[src/hdl/kdlp_pkg.sv]
// Package for the key debouncer with long-press detection.
// Holds the key count, the live-key bits, the command codes and the config indexes.
// No dependencies.
`default_nettype none

package kdlp_pkg;

    // Number of keys. Only the low NUM_KEYS bits of the 8-bit fields are keys.
    localparam int NUM_KEYS = 8;

    localparam int KEY_W  = 8;
    localparam int CMD_W  = 2;
    localparam int CFG_IW = 4;

    localparam logic [KEY_W-1:0] LIVE_KEYS =
        (NUM_KEYS >= KEY_W) ? {KEY_W{1'b1}}
                            : KEY_W'((1 << NUM_KEYS) - 1);

    typedef enum logic [CMD_W-1:0] {
        CMD_TICK       = 2'd0,
        CMD_READ_DOWN  = 2'd1,
        CMD_READ_SHORT = 2'd2,
        CMD_READ_LONG  = 2'd3
    } t_cmd;

    localparam logic [CFG_IW-1:0] CFG_LONG_KEY_SELECT  = 4'd0;
    localparam logic [CFG_IW-1:0] CFG_LONG_DELAY_TICKS = 4'd1;

    localparam logic [KEY_W-1:0] RST_LONG_KEY_SELECT  = 8'd255;
    localparam logic [KEY_W-1:0] RST_LONG_DELAY_TICKS = 8'd100;

endpackage

`default_nettype wire

[src/hdl/key_debounce_long_press_top.sv]
// An accepted input word's result word is registered in the output register, valid in the next cycle.
// Throughput: one word per cycle; the state update is a single pass of bitwise logic
// and one 8-bit decrement. A new word is taken in the cycle the previous result leaves;
// a stalled result holds the input off.
// Reset (i_rst_n, synchronous, active low): counters, debounced state, flags and the
// long-press counter clear; long_key_select = 255, long_delay_ticks = 100. Needs kdlp_pkg.
`default_nettype none

module key_debounce_long_press_top (
    input  wire logic        i_clk,
    input  wire logic        i_rst_n,
    // input stream
    input  wire logic        s_axis_tvalid,
    output logic             s_axis_tready,
    input  wire logic [15:0] s_axis_tdata,   // [7:0] raw_pins, [15:8] key_select
    input  wire logic [1:0]  s_axis_tuser,   // [1:0] command
    // result stream
    output logic             m_axis_tvalid,
    input  wire logic        m_axis_tready,
    output logic [7:0]       m_axis_tdata,   // [7:0] keys
    // config write channel
    input  wire logic        i_cfg_valid,
    output logic             o_cfg_ready,
    input  wire logic [kdlp_pkg::CFG_IW-1:0] i_cfg_index,
    input  wire logic [7:0]  i_cfg_data
);

    logic [7:0] r_long_key_select, r_long_delay_ticks;
    logic [7:0] r_count_low, r_count_high, r_debounced;
    logic [7:0] r_press_flags, r_long_flags, r_long_counter;
    logic [7:0] r_keys;
    logic       r_out_valid;

    logic [7:0] n_count_low, n_count_high, n_debounced;
    logic [7:0] n_press_flags, n_long_flags, n_long_counter;
    logic [7:0] n_keys;

    logic          w_accept;
    logic          w_tick;
    kdlp_pkg::t_cmd w_cmd;
    logic [7:0]    w_pins, w_sel;
    logic [7:0]    w_pressed, w_diff, w_toggle, w_held, w_m, w_lc_base;

    assign s_axis_tready = !r_out_valid || m_axis_tready;
    assign w_accept      = s_axis_tvalid && s_axis_tready;
    assign o_cfg_ready   = 1'b1;

    assign w_cmd  = kdlp_pkg::t_cmd'(s_axis_tuser);
    assign w_pins = s_axis_tdata[7:0];
    assign w_sel  = s_axis_tdata[15:8] & kdlp_pkg::LIVE_KEYS;
    assign w_tick = (w_cmd == kdlp_pkg::CMD_TICK);

    always_comb begin
        n_count_low    = r_count_low;
        n_count_high   = r_count_high;
        n_debounced    = r_debounced;
        n_press_flags  = r_press_flags;
        n_long_flags   = r_long_flags;
        n_long_counter = r_long_counter;

        // vertical two-bit counters, one per key
        w_pressed = ~w_pins & kdlp_pkg::LIVE_KEYS;
        w_diff    = r_debounced ^ w_pressed;
        w_toggle  = '0;
        w_held    = '0;
        w_lc_base = r_long_counter;
        w_m       = '0;

        case (w_cmd)
            kdlp_pkg::CMD_TICK: begin
                n_count_low   = ~(r_count_low & w_diff);
                n_count_high  = n_count_low ^ (r_count_high & w_diff);
                w_toggle      = w_diff & n_count_low & n_count_high;
                n_debounced   = r_debounced ^ w_toggle;
                n_press_flags = r_press_flags | (n_debounced & w_toggle);
                // long-press counter reloads while nothing selected is held
                w_held        = n_debounced & r_long_key_select;
                w_lc_base     = (w_held == '0) ? r_long_delay_ticks : r_long_counter;
                n_long_counter = w_lc_base - 8'd1;
                if (n_long_counter == '0) begin
                    n_long_flags = r_long_flags | w_held;
                end
                w_m = n_debounced;
            end
            kdlp_pkg::CMD_READ_DOWN: begin
                w_m = w_sel & r_press_flags;
            end
            kdlp_pkg::CMD_READ_SHORT: begin
                // released keys with a pending press: report and clear
                w_m           = w_sel & r_press_flags & ~r_debounced;
                n_press_flags = r_press_flags ^ w_m;
                n_long_flags  = r_long_flags & ~w_m;
            end
            kdlp_pkg::CMD_READ_LONG: begin
                w_m = w_sel & r_long_flags;
                if ((r_press_flags & w_m) == '0) begin
                    w_m = '0;
                end
            end
            default: begin
                w_m = '0;
            end
        endcase
        n_keys = w_m;
    end

    always_ff @(posedge i_clk) begin
        if (!i_rst_n) begin
            r_long_key_select  <= kdlp_pkg::RST_LONG_KEY_SELECT;
            r_long_delay_ticks <= kdlp_pkg::RST_LONG_DELAY_TICKS;
            r_count_low        <= '0;
            r_count_high       <= '0;
            r_debounced        <= '0;
            r_press_flags      <= '0;
            r_long_flags       <= '0;
            r_long_counter     <= '0;
            r_out_valid        <= 1'b0;
        end else begin
            if (i_cfg_valid) begin
                if (i_cfg_index == kdlp_pkg::CFG_LONG_KEY_SELECT) begin
                    r_long_key_select <= i_cfg_data;
                end else if (i_cfg_index == kdlp_pkg::CFG_LONG_DELAY_TICKS) begin
                    r_long_delay_ticks <= i_cfg_data;
                end
            end
            if (w_accept) begin
                r_count_low    <= n_count_low;
                r_count_high   <= n_count_high;
                r_debounced    <= n_debounced;
                r_press_flags  <= n_press_flags;
                r_long_flags   <= n_long_flags;
                r_long_counter <= n_long_counter;
                r_out_valid    <= 1'b1;
            end else if (m_axis_tready) begin
                r_out_valid    <= 1'b0;
            end
        end
    end

    // result word: payload register, no reset
    always_ff @(posedge i_clk) begin
        if (w_accept) begin
            r_keys <= n_keys;
        end
    end

    assign m_axis_tvalid = r_out_valid;
    assign m_axis_tdata  = r_keys;

    // only real keys can ever be debounced or flagged
    a_key_range: assert property (@(posedge i_clk) disable iff (!i_rst_n)
        ((r_debounced | r_press_flags | r_long_flags) & ~kdlp_pkg::LIVE_KEYS) == '0)
        else $error("state bit set outside the live keys");

    // debounced state moves only on an accepted tick
    a_deb_on_tick: assert property (@(posedge i_clk) disable iff (!i_rst_n)
        $past(i_rst_n) && (r_debounced != $past(r_debounced))
        |-> $past(w_accept && w_tick))
        else $error("debounced state changed without a tick");

    // new long flags appear only on a tick
    a_long_on_tick: assert property (@(posedge i_clk) disable iff (!i_rst_n)
        $past(i_rst_n) && ((r_long_flags & ~$past(r_long_flags)) != '0)
        |-> $past(w_accept && w_tick))
        else $error("long flag set without a tick");

    // every accepted word leaves a result in the output register
    a_result_after_accept: assert property (@(posedge i_clk) disable iff (!i_rst_n)
        w_accept |=> r_out_valid)
        else $error("accepted word produced no result");

endmodule

`default_nettype wire
[config.mk]
export PLATFORM = sky130hd
export DESIGN_NAME = key_debounce_long_press_top
export DESIGN_NICKNAME = d
export VERILOG_FILES = /design/src/hdl/kdlp_pkg.sv /design/src/hdl/key_debounce_long_press_top.sv
export SDC_FILE = /design/constraint.sdc
export NUM_CORES = 1
export LEC_CHECK = 0
export ABC_AREA = 1
export ABC_CLOCK_PERIOD_IN_PS = 6100
export BUFFER_PORTS_ARGS = -buffer_cell sky130_fd_sc_hd__buf_2
export CORE_MARGIN = 5
export CORE_UTILIZATION = 63
export DETAILED_ROUTE_END_ITERATION = 8
export PLACE_DENSITY = 0.91
export REMOVE_ABC_BUFFERS = 1
export SETUP_SLACK_MARGIN = 0.1
export SYNTH_ARGS = -nofsm -noshare
export SYNTH_HDL_FRONTEND = slang
export SYNTH_SLANG_ARGS = --single-unit
[constraint.sdc]
create_clock -name i_clk -period 6.1 [get_ports i_clk]
set_input_delay 0.305 -clock i_clk [delete_from_list [all_inputs] [get_ports i_clk]]
set_output_delay 0.305 -clock i_clk [all_outputs]
set_load 0.005 [all_outputs]
==> results.toml, run 1 <==
[timing]
period_needed_ps = 3280
grt_setup_unrepaired = "no"
setup_ws_ps = 2820
tns_ps = 0
tightest_slew_ps = 1090
finalHoldViolations = 0
post-route-period-util_pct = 53.7
fmaxAchievable_mhz = 305
setup_viol = 0
drv_slew = 0
relSlewSlack_pct = 27.0
fin_skew_ps = 8.46

[global_route]
grtUsageTotal_pct = 26.6
antenna_found_initial = 0
grt_max_degree = 45
grt-ovfl-total = 0
grt_pass1_wl_microns = 16200
grt_pass1_vias = 3581

[placement]
io_buffer_count = 44
hpwlAfterDp_microns = 7150
dp_slack_ps = 2780
gp_congestion = 0.995

[yosys]
synth_ff_type = "dfxtp_1"
synthMuxAreaShare_pct = 0
synthAdderAreaFrac_pct = 3.22
synth_top_family_by_area = "simple AND/OR/NAND/NOR gates"
yosysSeqAreaShare_pct = 39.7
synth.area.top_cells = "dfxtp_1, nand2_1, o21ai_0, inv_1, edfxtp_1"
synth_top_area_cell = "dfxtp_1"
synth_edf_count = 8
synth-simple-area-share_pct = 27.6
synth-compound-area-share_pct = 17.8
synth_xor_area_share_pct = 1.81
yosys.area.top_type_share_pct = 33.5
synth_cells = 527
ys_ff_latch = 73
syn_area_sq_mm = 0.00388
synth_warnings = 0
yosysMostFrequentCell = "nand2_1"
synthDistinctLibCells = 37
syn_area_per_cell_sq_um = 7.36
ys_async_sr_fraction_pct = 0
netlist_top_cells_count = "nand2_1, dfxtp_1, inv_1"

[worst_setup_path]
cp_max_fo = 16
cp-start-kind = "register"
crit_type = "reg -> reg"
cp.arrival_ps = 3530
cp_data_required_time_ps = 6350
end_kind = "register"

[detailed_routing]
vias_per_cell = 5.83
vias = 3761
drt_iter0_markers = 358
routed_wl_microns = 9520
drt_drc_violations_left = 0
dr.pass1.iters = 8
wl_per_cell_microns = 14.8
ant_nets = 0

[final_layout]
n_antenna_cell = 0
syn2layout_area_growth_pct = 10.3
drive_above_1_share_pct = 18.6
nets = 610

[floorplan]
start_util_pct = 65.2
dieArea_sq_mm = 0.00783
die_h_microns = 88.5
coreArea_sq_mm = 0.00596
fp.dieW_microns = 88.5
rows = 28
top_level_ports = 46

[clock_network]
clk_latency_ps = 350
cts_buffers = 9
ctsHtreeMaxLevel = 3
cts_root_buf = "clkbuf_8"
clk_path_buf_depth = 2
cts.clk_slew.worst_paths_ps = 80
ctsResizeCount = 0
ctsHoldBuffers = 0
clock_sinks = 73
post_cts.repair.setup_buffers = 0
cts_tree = "yes"

[power_and_ir_drop]
seqPwrFrac_pct = 48.3
swShare_pct = 31.5
combinationalPowerShare_pct = 20.2
p_int_mw = 0.744
p_sw_mw = 0.342
pwr-share-clk_pct = 31.5
power_leakage_nw = 1.98
power.density_mw_per_mm2 = 254
ir_worst_vdd_uv = 170
finalPower_mw = 1.09

[job]
drv_cap = 0

[status]
status = "finished clean"

[worst_hold_path]
hold_class = "in -> reg"
-- path summary, 6_finish.rpt --
kind	from	endpoint	slack (ps)	cells after the start
hold / removal	i_cfg_data[5]	r_long_key_select[5]$_SDFFE_PN1P_	170	3
hold reg to reg	r_long_delay_ticks[0]$_SDFFE_PN0P_	r_long_delay_ticks[0]$_SDFFE_PN0P_	480	2
setup / recovery	r_debounced[5]$_SDFFE_PN0P_	r_long_flags[4]$_SDFFE_PN0P_	2820	23
setup reg to reg	r_debounced[5]$_SDFFE_PN0P_	r_long_flags[4]$_SDFFE_PN0P_	2820	23
-- cell type report --
cell class	count	area (sq um)
well taps	75	93.8
clock inverters	5	30.0
fillers	492	1670
multi-input cells	362	1970
flip-flops and latches	73	1540
repair buffers	46	235
clock buffers	11	141
inverters	73	274
-- power by group through the flow --
stage | logic (mW) | clock network, mW | registers (mW)
global placement | 0.211 | 0 | 0.534
finish | 0.219 | 0.342 | 0.525
CTS | 0.217 | 0.344 | 0.524
floorplan | 0.154 | 0 | 0.531
detailed placement | 0.216 | 0 | 0.535
global route | 0.246 | 0.375 | 0.527
-- cells by family after synthesis --
group,count (synthesis)
AO/OA/AOI/OAI,121
buffers and inverters,92
adder cells (fa/ha/maj),10
flip-flops,73
XOR/XNOR,8
other,1
AND/OR/NAND/NOR,222
-- worst max-delay path, cell delays in order, from the launching register on --
cell and delay [ps]:
dfxtp_1 340, xor2_1 170, or2_2 290, nor2_1 110, ha_1 250, inv_1 100, nand2_1 110, nand2_2 140
nor2_8 60, nand2_4 160, nand2_1 70, nand2_1 140, ha_1 200, inv_1 60, nand2_1 70, nand2_1 70
nor2_1 90, nand3_1 70, nor2_1 120, nand3_2 120, nand2_4 190, nand3_1 100, nand2_1 70, nor2_1 50
-- registers in the layout, indices dropped and copies added (netlist names) --
name,cells
m_axis_tvalid,1
m_axis_tdata,8
r_debounced,8
r_press_flags,8
r_long_flags,8
r_count_high,8
r_long_delay_ticks,8
r_count_low,8
r_long_counter,8
r_long_key_select,8
-- metrics by stage --
step	utilization, %	std cells	instance area [sq um]	hold WS (ps)
detailed placement	69.0	629	4110	464
global placement	69.0	629	4110	460
global route	71.9	645	4280	173
CTS	71.9	645	4280	164
finish	71.9	645	4280	170
floorplan	-	508	3780	389
-- metal layers --
metal	vias to the layer above	track usage [%]	wire (microns)
met5	-	0	0
met1	1678	31.9	3630
met2	220	46.5	4690
met4	0	7.69	230
li1	1832	-	-
met3	31	7.36	967
-- placed cells by master, fill, tap and decap left out, types with 2 or more instances in the layout --
cell type and n:
a211oi_1 8, a21oi_1 39, a21oi_2 6, a31oi_1 4, buf_2 44, buf_4 2, clkbuf_8 10, clkinv_1 2
clkinv_2 3, dfxtp_1 65, edfxtp_1 8, ha_1 10, inv_1 65, inv_2 6, nand2_1 82, nand2_2 9
nand2_4 5, nand3_1 42, nand3_2 3, nand3b_1 2, nand4_1 11, nor2_1 45, nor2_2 4, nor2_8 2
nor3_1 8, o2111ai_1 4, o211ai_1 3, o21ai_0 52, o21ai_2 2, or2_2 8, xor2_1 8
Note: power is estimated with default switching activity, not from simulation.
==> inputs of run 2 (changes only) <==
ABC_CLOCK_PERIOD_IN_PS = 3400   (was 6100)
CORE_UTILIZATION = 58   (was 63)
PLACE_DENSITY = 0.85   (was 0.91)
clock period = 3.4 ns   (was 6.1 ns; I/O delays follow)
==> run 2 against run 1 <==
Clock power increased by 130%. Maximum frequency increased by 5.2%. Count of clock-buffer cells in the layout increased by 1. Largest power group unchanged.
==> results.toml, run 2 (synthesis gave the netlist of run 1 again) <==
[status]
status = "finished clean"

[worst_setup_path]
cp_max_fo = 9
worstPathCellList = "xor2_1 -> or2_2 -> nor2_1 -> ha_1 -> inv_2 -> nand2_2 -> nand2_4 -> nor2_8 -> nand3_1 -> nand2_2 -> ha_2 -> inv_1 -> nor2_1 -> nand3_1 -> nand2_1 -> nand2_1 -> nor2_2 -> nand3_4 -> nand2_8 -> nand3_1 -> nand2_1 -> nor2_1"
end_kind = "register"
critPathBufInv = 2
critPathMaxStageDelay_ps = 340
critPathSlowestCell = "dfxtp_1"
crit_type = "reg -> reg"
cp.arrival_ps = 3360
cp-start-kind = "register"
cp_data_required_time_ps = 3650
cp_top_family = "simple AND/OR/NAND/NOR gates"

[clock_network]
ctsHoldBuffers = 0
ctsHtreeMaxLevel = 3
cts.clk_slew.worst_paths_ps = 80
cts_root_buf = "clkbuf_8"
cts_tree = "yes"
clock_sinks = 73
clk_latency_ps = 350
clk_path_buf_depth = 2
cts_buffers = 9

[timing]
tightest_slew_ps = 768
drv_slew = 0
finalHoldViolations = 0
setup_viol = 0
period_needed_ps = 3110
post-route-period-util_pct = 91.6
tns_ps = 0
relSlewSlack_pct = 48.8
fin_skew_ps = 10.8
grt_setup_unrepaired = "no"
fmaxAchievable_mhz = 321

[detailed_routing]
wl_per_cell_microns = 15.6
vias_per_cell = 5.73
drt_drc_violations_left = 0
ant_nets = 0
dr.pass1.iters = 5
vias = 3739
routed_wl_microns = 10200
drt_iter0_markers = 402

[power_and_ir_drop]
power.density_mw_per_mm2 = 482
ir_worst_vdd_uv = 381
power_leakage_nw = 2.04

[floorplan]
top_level_ports = 46
dieArea_sq_mm = 0.00843
start_util_pct = 60.4
coreArea_sq_mm = 0.00642
fp.dieW_microns = 91.8
die_h_microns = 91.8
rows = 29

[worst_hold_path]
hold_class = "in -> reg"

[final_layout]
n_fill_cell = 550
n_antenna_cell = 0
design_area_sq_mm = 0.00443
drive_above_1_share_pct = 20.7
final_cell_mix = "nand2_1, dfxtp_1, inv_1"
syn2layout_area_growth_pct = 14.2
nets = 616
layout_commonest_cell = "nand2_1"

[placement]
hpwlAfterDp_microns = 7320
place_area_sq_mm = 0.00413
gp_congestion = 0.948
io_buffer_count = 44

[job]
drv_cap = 0

[global_route]
grt_pass1_vias = 3424
grt_pass1_wl_microns = 15900
antenna_found_initial = 0
grtUsageTotal_pct = 23.6
grt-ovfl-total = 0
grt_max_degree = 45
run 2: changes by cell type in the layout (fill, tap and decap cells not counted), sizes merged:
cell,change
clkbuf,+1
inv,+1
bufinv,+1
buf,+5
nand2,+1
clkinv,-3
run 2: area by class of cell:
class	count	area (sq um)	share of cell area, %
Clock inverter	4	53.8	1.21
Sequential cell	73	1540	34.8
Inverter	73	274	6.18
Multi-Input combinational cell	363	2010	45.4
Timing Repair Buffer	51	277	6.24
Clock buffer	12	176	3.98
Tap cell	77	96.3	2.17
run 2: worst register-to-register path, stage by stage, from the launching register on:
cell     delay (ps)
dfxtp_1         340
xor2_1          170
or2_2           290
nor2_1          110
ha_1            180
inv_2            70
nand2_2         100
nand2_4          70
nor2_8          190
nand3_1         150
nand2_2         140
ha_2            200
inv_1            50
nor2_1           90
nand3_1          70
nand2_1          60
nand2_1          70
nor2_2          150
nand3_4         170
nand2_8         140
nand3_1          70
nand2_1          90
nor2_1           40
run 2: final timing paths:
path / start / end / depth (start not counted) / slack [ps]
setup reg to reg: r_debounced[7]$_SDFFE_PN0P_ / r_long_flags[1]$_SDFFE_PN0P_ / 22 / 290
hold reg to reg: r_long_delay_ticks[0]$_SDFFE_PN0P_ / r_long_delay_ticks[0]$_SDFFE_PN0P_ / 2 / 470
setup / recovery: r_debounced[7]$_SDFFE_PN0P_ / r_long_flags[1]$_SDFFE_PN0P_ / 22 / 290
hold / removal: i_cfg_data[5] / r_long_key_select[5]$_SDFFE_PN1P_ / 3 / 40
run 2: where the power goes:
| group | total [mW] | switching (mW) | internal (mW) |
|---|---|---|---|
| clock | 0.774 | 0.346 | 0.428 |
| combinational | 0.421 | 0.269 | 0.152 |
| sequential | 0.940 | 0.0276 | 0.913 |
run 2: metal layers:
layer | track usage (%) | wire [microns] | vias to the layer above
li1 | - | - | 1844
met1 | 28.4 | 4080 | 1714
met2 | 41.3 | 5110 | 149
met3 | 3.93 | 691 | 32
met4 | 10.5 | 331 | 0
met5 | 0 | 0 | -
run 2: timing repair:
item | 4_1_cts | 5_1_grt
setup endpoints to repair | 0 | 8
setup buffers | 0 | 3
gates resized for setup | 0 | 11
run 2: per-stage QoR:
step	std cells	power [mW]	setup slack (ps)	util, %	hold WS, ps
3_3_place_gp	633	1.35	294	64.3	389
2_1_floorplan	508	1.23	416	-	254
6_report	653	2.14	285	69.0	40.9
5_1_grt	653	2.24	86.0	69.0	39.8
3_5_place_dp	633	1.35	246	64.3	397
4_1_cts	649	2.11	228	67.9	30.2
==> inputs of run 3 (changes only) <==
RECOVER_POWER = 50   (was not set)
==> run 3 against run 2 <==
The run now ends with max-capacitance violations, max-slew violations left. Sequential share of layout area rose by 0.079 points. Clock power about the same. Highest routed layer unchanged. Largest cell class unchanged. Global-route usage stayed put. Design area shrank 0.23%. Critical path depth did not move. Sequential power barely moved. Total power shrank 0.17%. Combinational power hardly changed. Final cell count unchanged. Clock skew up 1.2 ps. Critical endpoint unchanged. Via count barely moved.
==> results.toml, run 3 (synthesis gave the netlist of run 1 again) <==
[global_route]
grt-ovfl-total = 0
grt_pass1_vias = 3424
grtUsageMet2_pct = 41.3
busiest_layer = "met2"
met3_usage_pct = 3.93
grt_max_degree = 45
antenna_found_initial = 0
grt_pass1_wl_microns = 15900
grtUsageTotal_pct = 23.6
gr-usage-met1_pct = 28.4

[worst_setup_path]
r2r_start = "r_debounced[7]$_SDFFE_PN0P_"
cp_max_fo = 9
crit_path_start = "r_debounced[7]$_SDFFE_PN0P_"
cp.arrival_ps = 3380
cp-start-kind = "register"
crit_type = "reg -> reg"
end_kind = "register"
cp_data_required_time_ps = 3650

[detailed_routing]
routed_wl_microns = 10200
vias_per_cell = 5.72
dr.pass1.iters = 5
ant_nets = 0
drt_drc_violations_left = 0
wl_per_cell_microns = 15.6
vias = 3738
drt_iter0_markers = 337

[timing]
fin_skew_ps = 11.9
drv_slew = 45
post-route-period-util_pct = 92.0
grt_setup_unrepaired = "no"
relSlewSlack_pct = -21.4
fmaxAchievable_mhz = 320
period_needed_ps = 3130
tightest_slew_ps = 1820
finalHoldViolations = 0
tns_ps = 0
setup_viol = 0

[floorplan]
fp.dieW_microns = 91.8
coreArea_sq_mm = 0.00642
rows = 29
top_level_ports = 46
start_util_pct = 60.4
dieArea_sq_mm = 0.00843
die_h_microns = 91.8

[final_layout]
drive_above_1_share_pct = 19.3
layout_commonest_cell = "nand2_1"
final_cell_mix = "nand2_1, dfxtp_1, inv_1"
stdcell_count = 653
post-route-util_pct = 68.9
nets = 616
n_antenna_cell = 0
syn2layout_area_growth_pct = 14.0

[power_and_ir_drop]
power.density_mw_per_mm2 = 482
seqPwrFrac_pct = 44.1
p_sw_mw = 0.640
combinationalPowerShare_pct = 19.7
p_int_mw = 1.49
swShare_pct = 30.0
pwr-share-clk_pct = 36.2
power_leakage_nw = 2.02
finalPower_mw = 2.13
ir_worst_vdd_uv = 381

[clock_network]
clk_latency_ps = 350
cts_buffers = 9
ctsHtreeMaxLevel = 3
ctsHoldBuffers = 0
clk_path_buf_depth = 2
cts_root_buf = "clkbuf_8"
clock_sinks = 73
cts.clk_slew.worst_paths_ps = 80
cts_tree = "yes"

[placement]
io_buffer_count = 44
hpwlAfterDp_microns = 7320
gp_congestion = 0.948
place_inst = 633

[worst_hold_path]
hold_start = "i_cfg_data[5]"
hold_class = "in -> reg"

[status]
violations = "max-capacitance violations, max-slew violations"
status = "finished, violations left"

[job]
drv_cap = 1
==> run 3: cell types whose count changed in the layout (fill, tap and decap cells not counted), sizes merged <==
cell and change:
buf -8, clkbuf +8
==> run 3: path summary, 6_finish.rpt <==
kind / end / slack (ps) / cells past startpoint
setup / recovery: r_long_flags[1]$_SDFFE_PN0P_ / 270 / 22
setup reg to reg: r_long_flags[1]$_SDFFE_PN0P_ / 270 / 22
hold / removal: r_long_key_select[5]$_SDFFE_PN1P_ / 40 / 3
hold reg to reg: r_long_delay_ticks[0]$_SDFFE_PN0P_ / 470 / 2
==> run 3: power by group through the flow <==
stage / Clock [mW] / Sequential [mW] / Combinational (mW)
2_1_floorplan: 0 / 0.954 / 0.277
3_3_place_gp: 0 / 0.958 / 0.388
3_5_place_dp: 0 / 0.959 / 0.395
4_1_cts: 0.778 / 0.939 / 0.397
5_1_grt: 0.829 / 0.945 / 0.461
6_report: 0.772 / 0.940 / 0.419
==> run 3: routing by layer <==
| layer | vias to the layer above | wire [microns] |
|---|---|---|
| met4 | 0 | 291 |
| met2 | 142 | 5120 |
| met1 | 1734 | 4050 |
| met5 | - | 0 |
| li1 | 1838 | - |
| met3 | 24 | 709 |
==> run 3: timing repair <==
item / CTS / global route
setup endpoints to repair: 0 / 8
resized for setup: 0 / 11
endpoints found under the hold margin: 0 / 0
setup buffers: 0 / 3
==> run 3: area by class of cell <==
| class | instances | area, sq um |
|---|---|---|
| Sequential cell | 73 | 1540 |
| Tap cell | 77 | 96.3 |
| Timing Repair Buffer | 51 | 267 |
| Clock buffer | 12 | 176 |
| Inverter | 73 | 274 |
| Fill cell | 556 | 2000 |
| Multi-Input combinational cell | 363 | 2010 |
| Clock inverter | 4 | 53.8 |
==> run 3: per-stage QoR <==
| step | cell area, sq um | hold slack (ps) | setup WS [ps] |
|---|---|---|---|
| after global routing | 4420 | 39.8 | 70.5 |
| final | 4420 | 39.4 | 271 |
| after CTS | 4360 | 30.2 | 228 |
| after floorplan | 3780 | 254 | 416 |
| after global placement | 4130 | 389 | 294 |
| after detailed placement | 4130 | 397 | 246 |
==> run 3: critical path: stages, from the launching register on <==
cell and delay, ps:
dfxtp_1 340, xor2_1 170, or2_2 290, nor2_1 110, ha_1 180, inv_2 70
nand2_2 100, nand2_4 70, nor2_8 190, nand3_1 140, nand2_2 140, ha_2 200
inv_1 50, nor2_1 90, nand3_1 70, nand2_1 60, nand2_1 70, nor2_2 160
nand3_4 170, nand2_8 140, nand3_1 70, nand2_1 90, nor2_1 50
